### src/tcw_pkg.sv
package tcw_pkg;

	typedef struct packed {
		logic       kind;
		logic [7:0] glyph;
		logic [7:0] attribute;
		logic [10:0] cell_index;
	} req_t;

	typedef struct packed {
		logic [10:0] cursor;
		logic [15:0] cell_data;
		logic        scrolled;
	} rsp_t;

	// controller to datapath
	typedef struct packed {
		logic load_item;
		logic put_step;
		logic read_issue;
		logic sweep_go;
		logic sweep_copy;
		logic load_out;
	} cmd_t;

	// datapath to controller
	typedef struct packed {
		logic req_is_read;
		logic wrap;
		logic last_step;
		logic steps_left;
		logic sweep_done;
		logic out_free;
	} sts_t;

	localparam logic KIND_PUT  = 1'b0;
	localparam logic KIND_READ = 1'b1;

	localparam logic [7:0] GLYPH_BS  = 8'd8;
	localparam logic [7:0] GLYPH_TAB = 8'd9;
	localparam logic [7:0] GLYPH_LF  = 8'd10;
	localparam logic [7:0] GLYPH_CR  = 8'd13;
	localparam logic [7:0] CHAR_SPACE = 8'h20;

	localparam logic [7:0]  DEFAULT_ATTR = 8'h07;
	localparam logic [15:0] BLANK_CELL   = 16'h0720;
	localparam logic [2:0]  TAB_SPACES   = 3'd5;

endpackage

### src/tcw_ctrl.sv
module tcw_ctrl import tcw_pkg::*; (
	input  logic clk,
	input  logic arst_n,
	input  logic req_valid,
	output logic req_ready,
	input  sts_t sts,
	output cmd_t cmd
);

	typedef enum logic [2:0] {
		S_CLEAR,
		S_IDLE,
		S_READ,
		S_PUT,
		S_SCROLL,
		S_FIN
	} state_t;

	state_t state_q;
	logic   ready_q;

	assign req_ready = ready_q;

	always_comb begin
		cmd = '0;
		unique case (state_q)
			S_CLEAR: begin
				cmd.sweep_go = 1'b1;
			end
			S_IDLE: begin
				cmd.load_item = req_valid & ready_q;
			end
			S_READ: begin
				cmd.read_issue = 1'b1;
			end
			S_PUT: begin
				cmd.put_step = 1'b1;
				cmd.load_out = ~sts.wrap & sts.last_step & sts.out_free;
			end
			S_SCROLL: begin
				cmd.sweep_go   = 1'b1;
				cmd.sweep_copy = 1'b1;
			end
			S_FIN: begin
				cmd.load_out = sts.out_free;
			end
			default: cmd = '0;
		endcase
	end

	always_ff @(posedge clk or negedge arst_n) begin
		if (!arst_n) begin
			state_q <= S_CLEAR;
			ready_q <= 1'b0;
		end else begin
			unique case (state_q)
				S_CLEAR: begin
					if (sts.sweep_done) begin
						state_q <= S_IDLE;
						ready_q <= 1'b1;
					end
				end
				S_IDLE: begin
					if (req_valid && ready_q) begin
						ready_q <= 1'b0;
						state_q <= sts.req_is_read ? S_READ : S_PUT;
					end
				end
				S_READ: begin
					state_q <= S_FIN;
				end
				S_PUT: begin
					if (sts.wrap) begin
						state_q <= S_SCROLL;
					end else if (!sts.last_step) begin
						state_q <= S_PUT;
					end else if (sts.out_free) begin
						state_q <= S_IDLE;
						ready_q <= 1'b1;
					end else begin
						state_q <= S_FIN;
					end
				end
				S_SCROLL: begin
					if (sts.sweep_done) begin
						state_q <= sts.steps_left ? S_PUT : S_FIN;
					end
				end
				S_FIN: begin
					if (sts.out_free) begin
						state_q <= S_IDLE;
						ready_q <= 1'b1;
					end
				end
				default: begin
					state_q <= S_CLEAR;
					ready_q <= 1'b0;
				end
			endcase
		end
	end

endmodule

### config.mk
export PLATFORM = sky130hd
export DESIGN_NAME = tcw_ctrl
export DESIGN_NICKNAME = d
export VERILOG_FILES = /design/src/tcw_pkg.sv /design/src/tcw_ctrl.sv
export SDC_FILE = /design/constraint.sdc
export NUM_CORES = 1
export LEC_CHECK = 0
export BUFFER_PORTS_ARGS = -buffer_cell sky130_fd_sc_hd__buf_2
export CORE_AREA = 2 2 39 41
export CTS_CLUSTER_SIZE = 30
export DETAILED_ROUTE_END_ITERATION = 10
export DIE_AREA = 0 0 41 43
export GPL_ROUTABILITY_DRIVEN = 1
export PLACE_DENSITY = 0.56
export RECOVER_POWER = 100
export SYNTH_ARGS = -nofsm -noshare
export SYNTH_HDL_FRONTEND = slang
export SYNTH_SLANG_ARGS = --single-unit
### constraint.sdc
create_clock -name clk -period 2.1 [get_ports clk]
set_input_delay 0 -clock clk [delete_from_list [all_inputs] [get_ports clk]]
set_output_delay 0 -clock clk [all_outputs]
set_load 0.02 [all_outputs]
==> results of run 1 <==
final timing paths:
| kind | startpoint | endpoint | slack (ns) | cells past startpoint |
|---|---|---|---|---|
| max | state_q[0]$_DFFE_PN0P_ | state_q[2]$_DFFE_PN0P_ | 0.55 | 3 |
| min | sts[2] | state_q[1]$_DFFE_PN0P_ | 0.10 | 3 |
| max reg2reg | state_q[0]$_DFFE_PN0P_ | state_q[2]$_DFFE_PN0P_ | 0.55 | 3 |
| min reg2reg | req_ready$_DFFE_PN0P_ | req_ready$_DFFE_PN0P_ | 0.68 | 2 |
| max in group asynchronous | arst_n | state_q[2]$_DFFE_PN0P_ | 1.80 | 2 |
| min in group asynchronous | arst_n | state_q[1]$_DFFE_PN0P_ | 0.12 | 2 |
worst min-delay path: stages:
cell,delay [ns]
buf_2,0.09
a32oi_1,0.05
nor3_1,0.14
sequential cells by signal, summed over array words and instances, names as in the netlist:
name / flops
req_ready: 1
state_q: 3
layout make-up:
| class | instances | area [µm²] | area share, % |
|---|---|---|---|
| Clock buffer | 3 | 22.5 | 4.84 |
| Inverter | 2 | 7.51 | 1.61 |
| Multi-Input combinational cell | 37 | 240 | 51.6 |
| Sequential cell | 4 | 100 | 21.5 |
| Tap cell | 16 | 20.0 | 4.30 |
| Timing Repair Buffer | 16 | 75.1 | 16.1 |
logic make-up after synthesis:
logic type	share of synthesized area (%)
DFF	25.3
buffers and inverters	10.8
xor gates and xnor gates	2.22
AOI/OAI and AO/OA	20.3
and+or+nand+nor	41.5
per-layer routing:
metal,vias up,global-route usage (%)
li1,199,-
met1,182,18.4
met2,12,16.9
met3,0,4.71
met4,0,8.00
met5,-,0
cells in the mapped netlist (all sizes together):
| library cell | instances |
|---|---|
| o21bai | 1 |
| and3 | 2 |
| xnor2 | 1 |
| nand3 | 1 |
| a32oi | 1 |
| buf | 4 |
| o22ai | 1 |
| nor4bb | 1 |
| o21ai | 3 |
| nor3b | 1 |
| nor3 | 3 |
| nand2b | 3 |
| nand2 | 3 |
| or2b | 1 |
| or3 | 1 |
| a31oi | 2 |
| inv | 2 |
| o31a | 1 |
| dfrtp | 4 |
| nand4 | 1 |
| a21oi | 1 |
| nor2b | 2 |
| nor2 | 4 |
| nor4 | 1 |
| a22oi | 1 |
| o31ai | 1 |
through the flow:
step	utilization, %	std cells	hold WS [ns]
3_5_place_dp	32.9	74	-0.191
5_1_grt	33.6	78	0.127
3_3_place_gp	32.9	74	-0.191
4_1_cts	35.3	78	0.0975
6_report	33.6	78	0.102
2_1_floorplan	-	47	-0.296
where the power goes:
| part | internal (W) | leakage [nW] | switching, W |
|---|---|---|---|
| sequential | 0.000114 | 0.0486 | 0.000102 |
| clock | 0.0000641 | 0.0138 | 0.0000333 |
| combinational | 0.000167 | 0.135 | 0.000205 |
| total | 0.000345 | 0.197 | 0.000340 |
repair_timing:
action                    in CTS  in global routing
hold buffers                   1                  0
hold endpoints to repair       4                  0
setup buffers                  0                  0
==> impl_metrics.csv, run 1 <==
group,metric,value,unit
drt,drc,0,
critical_path,slowest_delay,0.54,ns
cells_and_area,final_nets,73,
placement,dpl_worst_slack,0.615,ns
critical_path,critPathKind,"reg -> reg",
cells_and_area,n_fill_cell,172,
clocking,insertion_delay,0.24,ns
critical_path,critPathArrivalTime,1.65,ns
run,cap_violations,0,
global_routing,grt_overflow,0,
sta,tns,0,ns
die,die_h,43,µm
die,dieArea,1760,µm²
critical_path,slowest_stage,"dfrtp_1",
critical_path,cp.buffers_inverters,0,
logic_synthesis,synth_top_area_share,25.3,%
drt,via_count,393,
drt,wl,947,µm
placement,place_congestion,0.749,
drt,drtIter0Drc,5,
global_routing,grt_max_degree,18,
sta,finalClockSkew,0.00562,ns
critical_path,end_kind,"flip-flop",
pwr,p_total,0.000685,W
sta,fmaxAchievable,645,MHz
logic_synthesis,synthDistinctLibCells,30,
sta,period_needed,1.55,ns
logic_synthesis,synth_cells,47,
clocking,cts_tree,"yes",
logic_synthesis,synth_area,395,µm²
sta,hold_violations,0,
logic_synthesis,synthesis.nets,56,
sta,worstMarginPinSlew,0.475,ns
min_path,min_path_type,"in -> reg",
sta,finalMaxSlewViolations,0,
pwr,leakagePower,0.197,nW
drt,wl_met2,452,µm
die,die_w,41,µm
drt,drt-met1-wl,444,µm
drt,wl_per_cell,12.1,µm
sta,rsz0062_at_grt,"false",
cells_and_area,final_cell_mix,"8 x clkbuf_1, 7 x buf_2, 4 x nor2_1, 4 x dfrtp_1",
clocking,clk_pin_slew,0.04,ns
clocking,cts_made_buffers,3,
critical_path,startpoint_type,"flip-flop",
placement,io_buffers,15,
clocking,cts_buffer_depth,2,
sta,slew_headroom,68.3,%
logic_synthesis,synth.avg_cell_area,8.41,µm²
critical_path,crit_chain,"nor2b_1 -> nor3b_1 -> or3_1",
outcome,status,"complete, no violations",
drt,wl_met3,49,µm
logic_synthesis,synth_area_leaders,"dfrtp_1 25%, buf_6 5.7%, nor4_4 5.4%",
drt,antenna_left,0,
cells_and_area,final_area,465,µm²
critical_path,crit_required,2.20,ns
cells_and_area,insertedDiodeCount,0,
drt,highest_layer,"met3",
clocking,htree_num_levels,1,
clocking,cts-root-buf,"clkbuf_4",
logic_synthesis,synth_seq_area_share,25.3,%
sta,setup_ws,0.550,ns
cells_and_area,final_common_cell,"clkbuf_1",
critical_path,cp_top_family,"simple AND/OR/NAND/NOR gates",
cells_and_area,final_layout_size_suffix_gt1_share,21.0,%
pwr,cellPowerDensity,1470,nW/µm²
drt,firstDrtPassIters,4,
logic_synthesis,ys_warn_count,0,
clocking,numClockSinks,4,
global_routing,antenna_found_initial,0,
global_routing,grt_usage,13.3,%
logic_synthesis,synth_seq_cells,4,
die,initial_core_util,28.6,%
global_routing,grt_pass1_wl,1560,µm
global_routing,grt_pass1_vias,355,
sta,period_share,73.8,%
placement,post-dp-hpwl,697,µm
logic_synthesis,yosys.area.top_type,"dfrtp_1",
clocking,cts_resized,0,
critical_path,crit_fanout,17,
die,std_cell_rows,14,
die,io_pins,16,
pwr,max-vdd-ir-drop,560,µV
sta,setup_viol,0,
drt,via_per_inst,5.04,
placement,place_area,455,µm²
die,core_area,1380,µm²
cells_and_area,syn2layout_area_growth,17.7,%
(Power assumes the default switching activity.)
==> run 2: changes to the inputs <==
--- a/config.mk
+++ b/config.mk
@@ -11,7 +11,7 @@
 export DETAILED_ROUTE_END_ITERATION = 10
 export DIE_AREA = 0 0 41 43
 export GPL_ROUTABILITY_DRIVEN = 1
-export PLACE_DENSITY = 0.56
+export PLACE_DENSITY = 0.58
 export RECOVER_POWER = 100
 export SYNTH_ARGS = -nofsm -noshare
 export SYNTH_HDL_FRONTEND = slang
==> constraint.sdc (replaced) <==
create_clock -name clk -period 1.3 [get_ports clk]
set_input_delay 0 -clock clk [delete_from_list [all_inputs] [get_ports clk]]
set_output_delay 0 -clock clk [all_outputs]
set_load 0.02 [all_outputs]
==> impl_metrics.csv, run 2 (synthesized netlist as in run 1, its figures left out) <==
group,metric,value,unit
die,core_area,1380,µm²
sta,fmaxAchievable,795,MHz
critical_path,critPathArrivalTime,1.26,ns
critical_path,critPathKind,"reg -> out",
pwr,leakagePower,0.249,nW
die,initial_core_util,28.6,%
global_routing,grt_overflow,0,
cells_and_area,final_cell_mix,"11 x buf_2, 6 x buf_4, 4 x nor2_1",
drt,antenna_left,0,
pwr,cellPowerDensity,2370,nW/µm²
global_routing,grt_pass1_wl,1420,µm
pwr,max-vdd-ir-drop,698,µV
drt,firstDrtPassIters,3,
run,cap_violations,0,
cells_and_area,final_layout_size_suffix_gt1_share,47.8,%
clocking,insertion_delay,0.24,ns
cells_and_area,final_common_cell,"buf_2",
cells_and_area,final_area,549,µm²
min_path,min_path_type,"in -> reg",
sta,rsz0062_at_grt,"true",
sta,setup_viol,0,
global_routing,antenna_found_initial,0,
cells_and_area,largest_register_ffs,3,
outcome,status,"complete, no violations",
sta,worstMarginPinSlew,0.364,ns
drt,drc,0,
sta,period_needed,1.26,ns
global_routing,grt_pass1_vias,370,
drt,drtIter0Drc,3,
sta,finalMaxSlewViolations,0,
cells_and_area,regMostFlops,"state_q",
clocking,cts_buffer_depth,2,
global_routing,grt_max_degree,13,
placement,post-dp-hpwl,737,µm
die,dieArea,1760,µm²
placement,io_buffers,15,
clocking,numClockSinks,4,
drt,via_per_inst,4.90,
sta,period_share,96.8,%
cells_and_area,final_core_util,39.7,%
clocking,cts_made_buffers,3,
sta,finalClockSkew,0.00370,ns
drt,wl_per_cell,12.1,µm
drt,wl,1000,µm
critical_path,startpoint_type,"flip-flop",
clocking,clk_pin_slew,0.04,ns
clocking,cts-root-buf,"clkbuf_4",
drt,via_count,407,
clocking,htree_num_levels,1,
cells_and_area,syn2layout_area_growth,38.9,%
critical_path,end_kind,"output port",
global_routing,grt_usage,13.0,%
die,io_pins,16,
die,die_h,43,µm
critical_path,crit_required,1.30,ns
sta,slew_headroom,75.6,%
clocking,cts_tree,"yes",
placement,place_congestion,0.807,
critical_path,crit_fanout,12,
cells_and_area,insertedDiodeCount,0,
sta,hold_violations,0,
die,die_w,41,µm
die,std_cell_rows,14,
placement,place_area,498,µm²
cells_and_area,final_nets,78,
## run 2: cell type report
cell class                      instances  area, µm²
Fill cell                             148        835
Multi-Input combinational cell         37        274
Timing Repair Buffer                   21        121
Sequential cell                         4        104
Clock buffer                            3       22.5
Tap cell                               16       20.0
Inverter                                2       7.51
## run 2: metrics by stage
stage	setup TNS (ns)	setup WS, ns	power [W]	hold WS (ns)	std cells
after floorplan	0	0.0705	0.000903	-0.296	47
after global placement	0	0.0319	0.00108	-0.187	79
after detailed placement	0	0.0121	0.00107	-0.187	79
after CTS	0	0.000652	0.00124	0.0729	83
after global routing	-0.0701	-0.0545	0.00140	0.0987	83
final	0	0.0416	0.00130	0.0630	83
## run 2: timing repair
action	4_1_cts	5_1_grt
setup endpoints to repair	2	7
hold endpoints to repair	4	0
pin swaps	0	2
buffers inserted	0	0
hold buffers	1	0
cloned	0	0
resized for setup	1	7
## run 2: power breakdown
group	switching (W)	internal (W)	total (W)
clock network	0.0000583	0.000104	0.000162
logic	0.000443	0.000402	0.000845
registers	0.000102	0.000193	0.000295
total	0.000603	0.000699	0.00130
## run 2: layer usage
layer | wire length, µm | track usage, % | part of all wire [%]
met1 | 413 | 14.3 | 41
met2 | 458 | 18.1 | 46
met3 | 77 | 1.57 | 7.7
met4 | 52 | 16.0 | 5.2
met5 | 0 | 0 | 0
## run 2: worst max-delay path: stages, from the launching register on
cell	delay [ns]
dfrtp_2	0.45
buf_4	0.19
nor3_2	0.21
buf_4	0.17
## run 2: worst paths after layout
| kind | startpoint | to | slack, ns | cells past startpoint |
|---|---|---|---|---|
| max in group asynchronous | arst_n | state_q[2]$_DFFE_PN0P_ | 0.97 | 2 |
| hold / removal | sts[2] | state_q[1]$_DFFE_PN0P_ | 0.06 | 3 |
| hold reg to reg | state_q[2]$_DFFE_PN0P_ | state_q[0]$_DFFE_PN0P_ | 0.70 | 3 |
| min in group asynchronous | arst_n | state_q[0]$_DFFE_PN0P_ | 0.12 | 2 |
| setup reg to reg | state_q[1]$_DFFE_PN0P_ | req_ready$_DFFE_PN0P_ | 0.05 | 4 |
| setup / recovery | state_q[0]$_DFFE_PN0P_ | cmd[1] | 0.04 | 3 |
==> run 3: changes to the inputs <==
--- a/config.mk
+++ b/config.mk
@@ -7,7 +7,7 @@
 export LEC_CHECK = 0
 export BUFFER_PORTS_ARGS = -buffer_cell sky130_fd_sc_hd__buf_2
 export CORE_AREA = 2 2 39 41
-export CTS_CLUSTER_SIZE = 30
+export CTS_CLUSTER_SIZE = 14
 export DETAILED_ROUTE_END_ITERATION = 10
 export DIE_AREA = 0 0 41 43
 export GPL_ROUTABILITY_DRIVEN = 1
==> constraint.sdc (replaced) <==
create_clock -name clk -period 1.3 [get_ports clk]
set_input_delay 0.26 -clock clk [delete_from_list [all_inputs] [get_ports clk]]
set_output_delay 0.26 -clock clk [all_outputs]
set_load 0.02 [all_outputs]
==> impl_metrics.csv, run 3 (synthesized netlist as in run 1, its figures left out) <==
group,metric,value,unit
placement,dpl.cell_count,84,
pwr,cellPowerDensity,2350,nW/µm²
cells_and_area,final_common_cell,"buf_4",
sta,fmaxAchievable,715,MHz
cells_and_area,final_layout_size_suffix_gt1_share,61.3,%
cells_and_area,final_nets,91,
critical_path,crit_required,1.04,ns
cells_and_area,final_cell_mix,"15 x buf_4, 8 x buf_6, 7 x buf_2",
sta,rsz0062_at_grt,"true",
clocking,cts-root-buf,"clkbuf_4",
cells_and_area,insertedDiodeCount,0,
sta,slew_headroom,79.1,%
placement,post-dp-hpwl,809,µm
critical_path,startpoint_type,"flip-flop",
drt,firstDrtPassIters,4,
global_routing,grt_pass1_vias,424,
critical_path,end_kind,"output port",
pwr,p_total,0.00171,W
critical_path,critPathKind,"reg -> out",
pwr,max-vdd-ir-drop,1090,µV
sta,period_share,108,%
critical_path,r2r_start,"state_q[0]$_DFFE_PN0P_",
clocking,htree_num_levels,1,
drt,via_per_inst,5.10,
clocking,cts_made_buffers,3,
sta,hold_violations,0,
die,die_w,41,µm
drt,antenna_left,0,
sta,hold_ws,0.345,ns
clocking,insertion_delay,0.23,ns
sta,period_needed,1.40,ns
pwr,leakagePower,0.335,nW
die,core_area,1380,µm²
global_routing,antenna_found_initial,0,
run,cap_violations,0,
cells_and_area,n_fill_cell,125,
critical_path,critPathArrivalTime,1.14,ns
cells_and_area,regMostFlops,"state_q",
cells_and_area,final_core_util,52.7,%
global_routing,grt_usage,15.1,%
placement,io_buffers,15,
die,io_pins,16,
clocking,cts_tree,"yes",
critical_path,reg2reg_setup_slack,-0.04,ns
die,die_h,43,µm
min_path,hp-start,"sts[2]",
clocking,cts_buffer_depth,2,
cells_and_area,largest_register_ffs,3,
clocking,clk_pin_slew,0.04,ns
placement,place_congestion,0.780,
global_routing,grt_max_degree,10,
drt,wl_per_cell,11.8,µm
drt,wl,1130,µm
drt,via_count,490,
min_path,holdPathStages,3,
outcome,violations,"setup timing",
sta,tns,-0.427,ns
global_routing,grt_overflow,0,
sta,finalMaxSlewViolations,0,
outcome,status,"finished, violations left",
global_routing,grt_pass1_wl,1790,µm
cells_and_area,layout.cells.non_filler,96,
critical_path,r2r_cells,6,
sta,finalClockSkew,0.000290,ns
cells_and_area,syn2layout_area_growth,84.5,%
sta,worstMarginPinSlew,0.312,ns
critical_path,regToRegEndpoint,"state_q[0]$_DFFE_PN0P_",
die,dieArea,1760,µm²
sta,setup_viol,9,
die,std_cell_rows,14,
sta,setup_ws,-0.0980,ns
drt,drc,0,
min_path,min_path_type,"in -> reg",
clocking,numClockSinks,4,
die,initial_core_util,28.6,%
drt,drtIter0Drc,10,
critical_path,crit_fanout,5,
min_path,min_delay_worst_endpoint,"state_q[1]$_DFFE_PN0P_",
## run 3: cell types whose count changed in the layout (fill, tap and decap cells not counted), sizes merged
cell,before,now
buf,17,31
clkbuf,6,5
## run 3: worst max-delay path, stage by stage, from the launching register on
cell	delay (ns)
dfrtp_2	0.41
inv_4	0.06
buf_6	0.12
nor3_4	0.17
buf_6	0.14
## run 3: metal layers
layer  vias to the layer above  global-route usage [%]  share of wire (%)
met5                         -                       0                  0
met4                         0                    8.00                1.2
met3                         2                    3.14                8.4
met2                        24                    22.2                 49
met1                       225                    19.8                 41
li1                        239                       -                  -
## run 3: how the worst max path moves through the flow
| stage | endpoint | slack [ns] | cells past startpoint | start |
|---|---|---|---|---|
| 6_report | cmd[1] | -0.1 | 4 | state_q[2]$_DFFE_PN0P_ |
| 5_1_grt | cmd[1] | -0.15 | 4 | state_q[2]$_DFFE_PN0P_ |
| 4_1_cts | cmd[1] | -0.1 | 3 | state_q[1]$_DFFE_PN0P_ |
| 3_5_place_dp | req_ready$_DFFE_PN0P_ | -0.02 | 4 | state_q[1]$_DFFE_PN0P_ |
| 3_3_place_gp | req_ready$_DFFE_PN0P_ | -0.03 | 4 | state_q[1]$_DFFE_PN0P_ |
| 2_1_floorplan | cmd[0] | -0.01 | 4 | state_q[2]$_DFFE_PN0P_ |
## run 3: power breakdown
group / internal [W] / switching (W)
Combinational: 0.000705 / 0.000581
Sequential: 0.000193 / 0.0000797
Clock: 0.000103 / 0.0000506
## run 3: final cells by class
| class | count | area (µm²) | share of cell area, % |
|---|---|---|---|
| multi-input combinational | 37 | 298 | 40.8 |
| timing repair buffer | 34 | 275 | 37.7 |
| sequential | 4 | 104 | 14.2 |
| clock buffer | 3 | 22.5 | 3.09 |
| tap | 16 | 20.0 | 2.74 |
| inverter | 2 | 10.0 | 1.37 |
## run 3: repair_timing
item	CTS	global route
buffers inserted	7	1
endpoints found under the setup margin	7	9
endpoints found under the hold margin	4	0
hold buffers	1	0
resized for setup	19	8
pin swaps	2	4
## run 3: metrics by stage
stage / cell area [µm²] / setup WS [ns]
final: 729 / -0.0980
after global routing: 729 / -0.147
after CTS: 694 / -0.0990
after detailed placement: 548 / -0.0166
after global placement: 548 / -0.0298
after floorplan: 400 / -0.0120
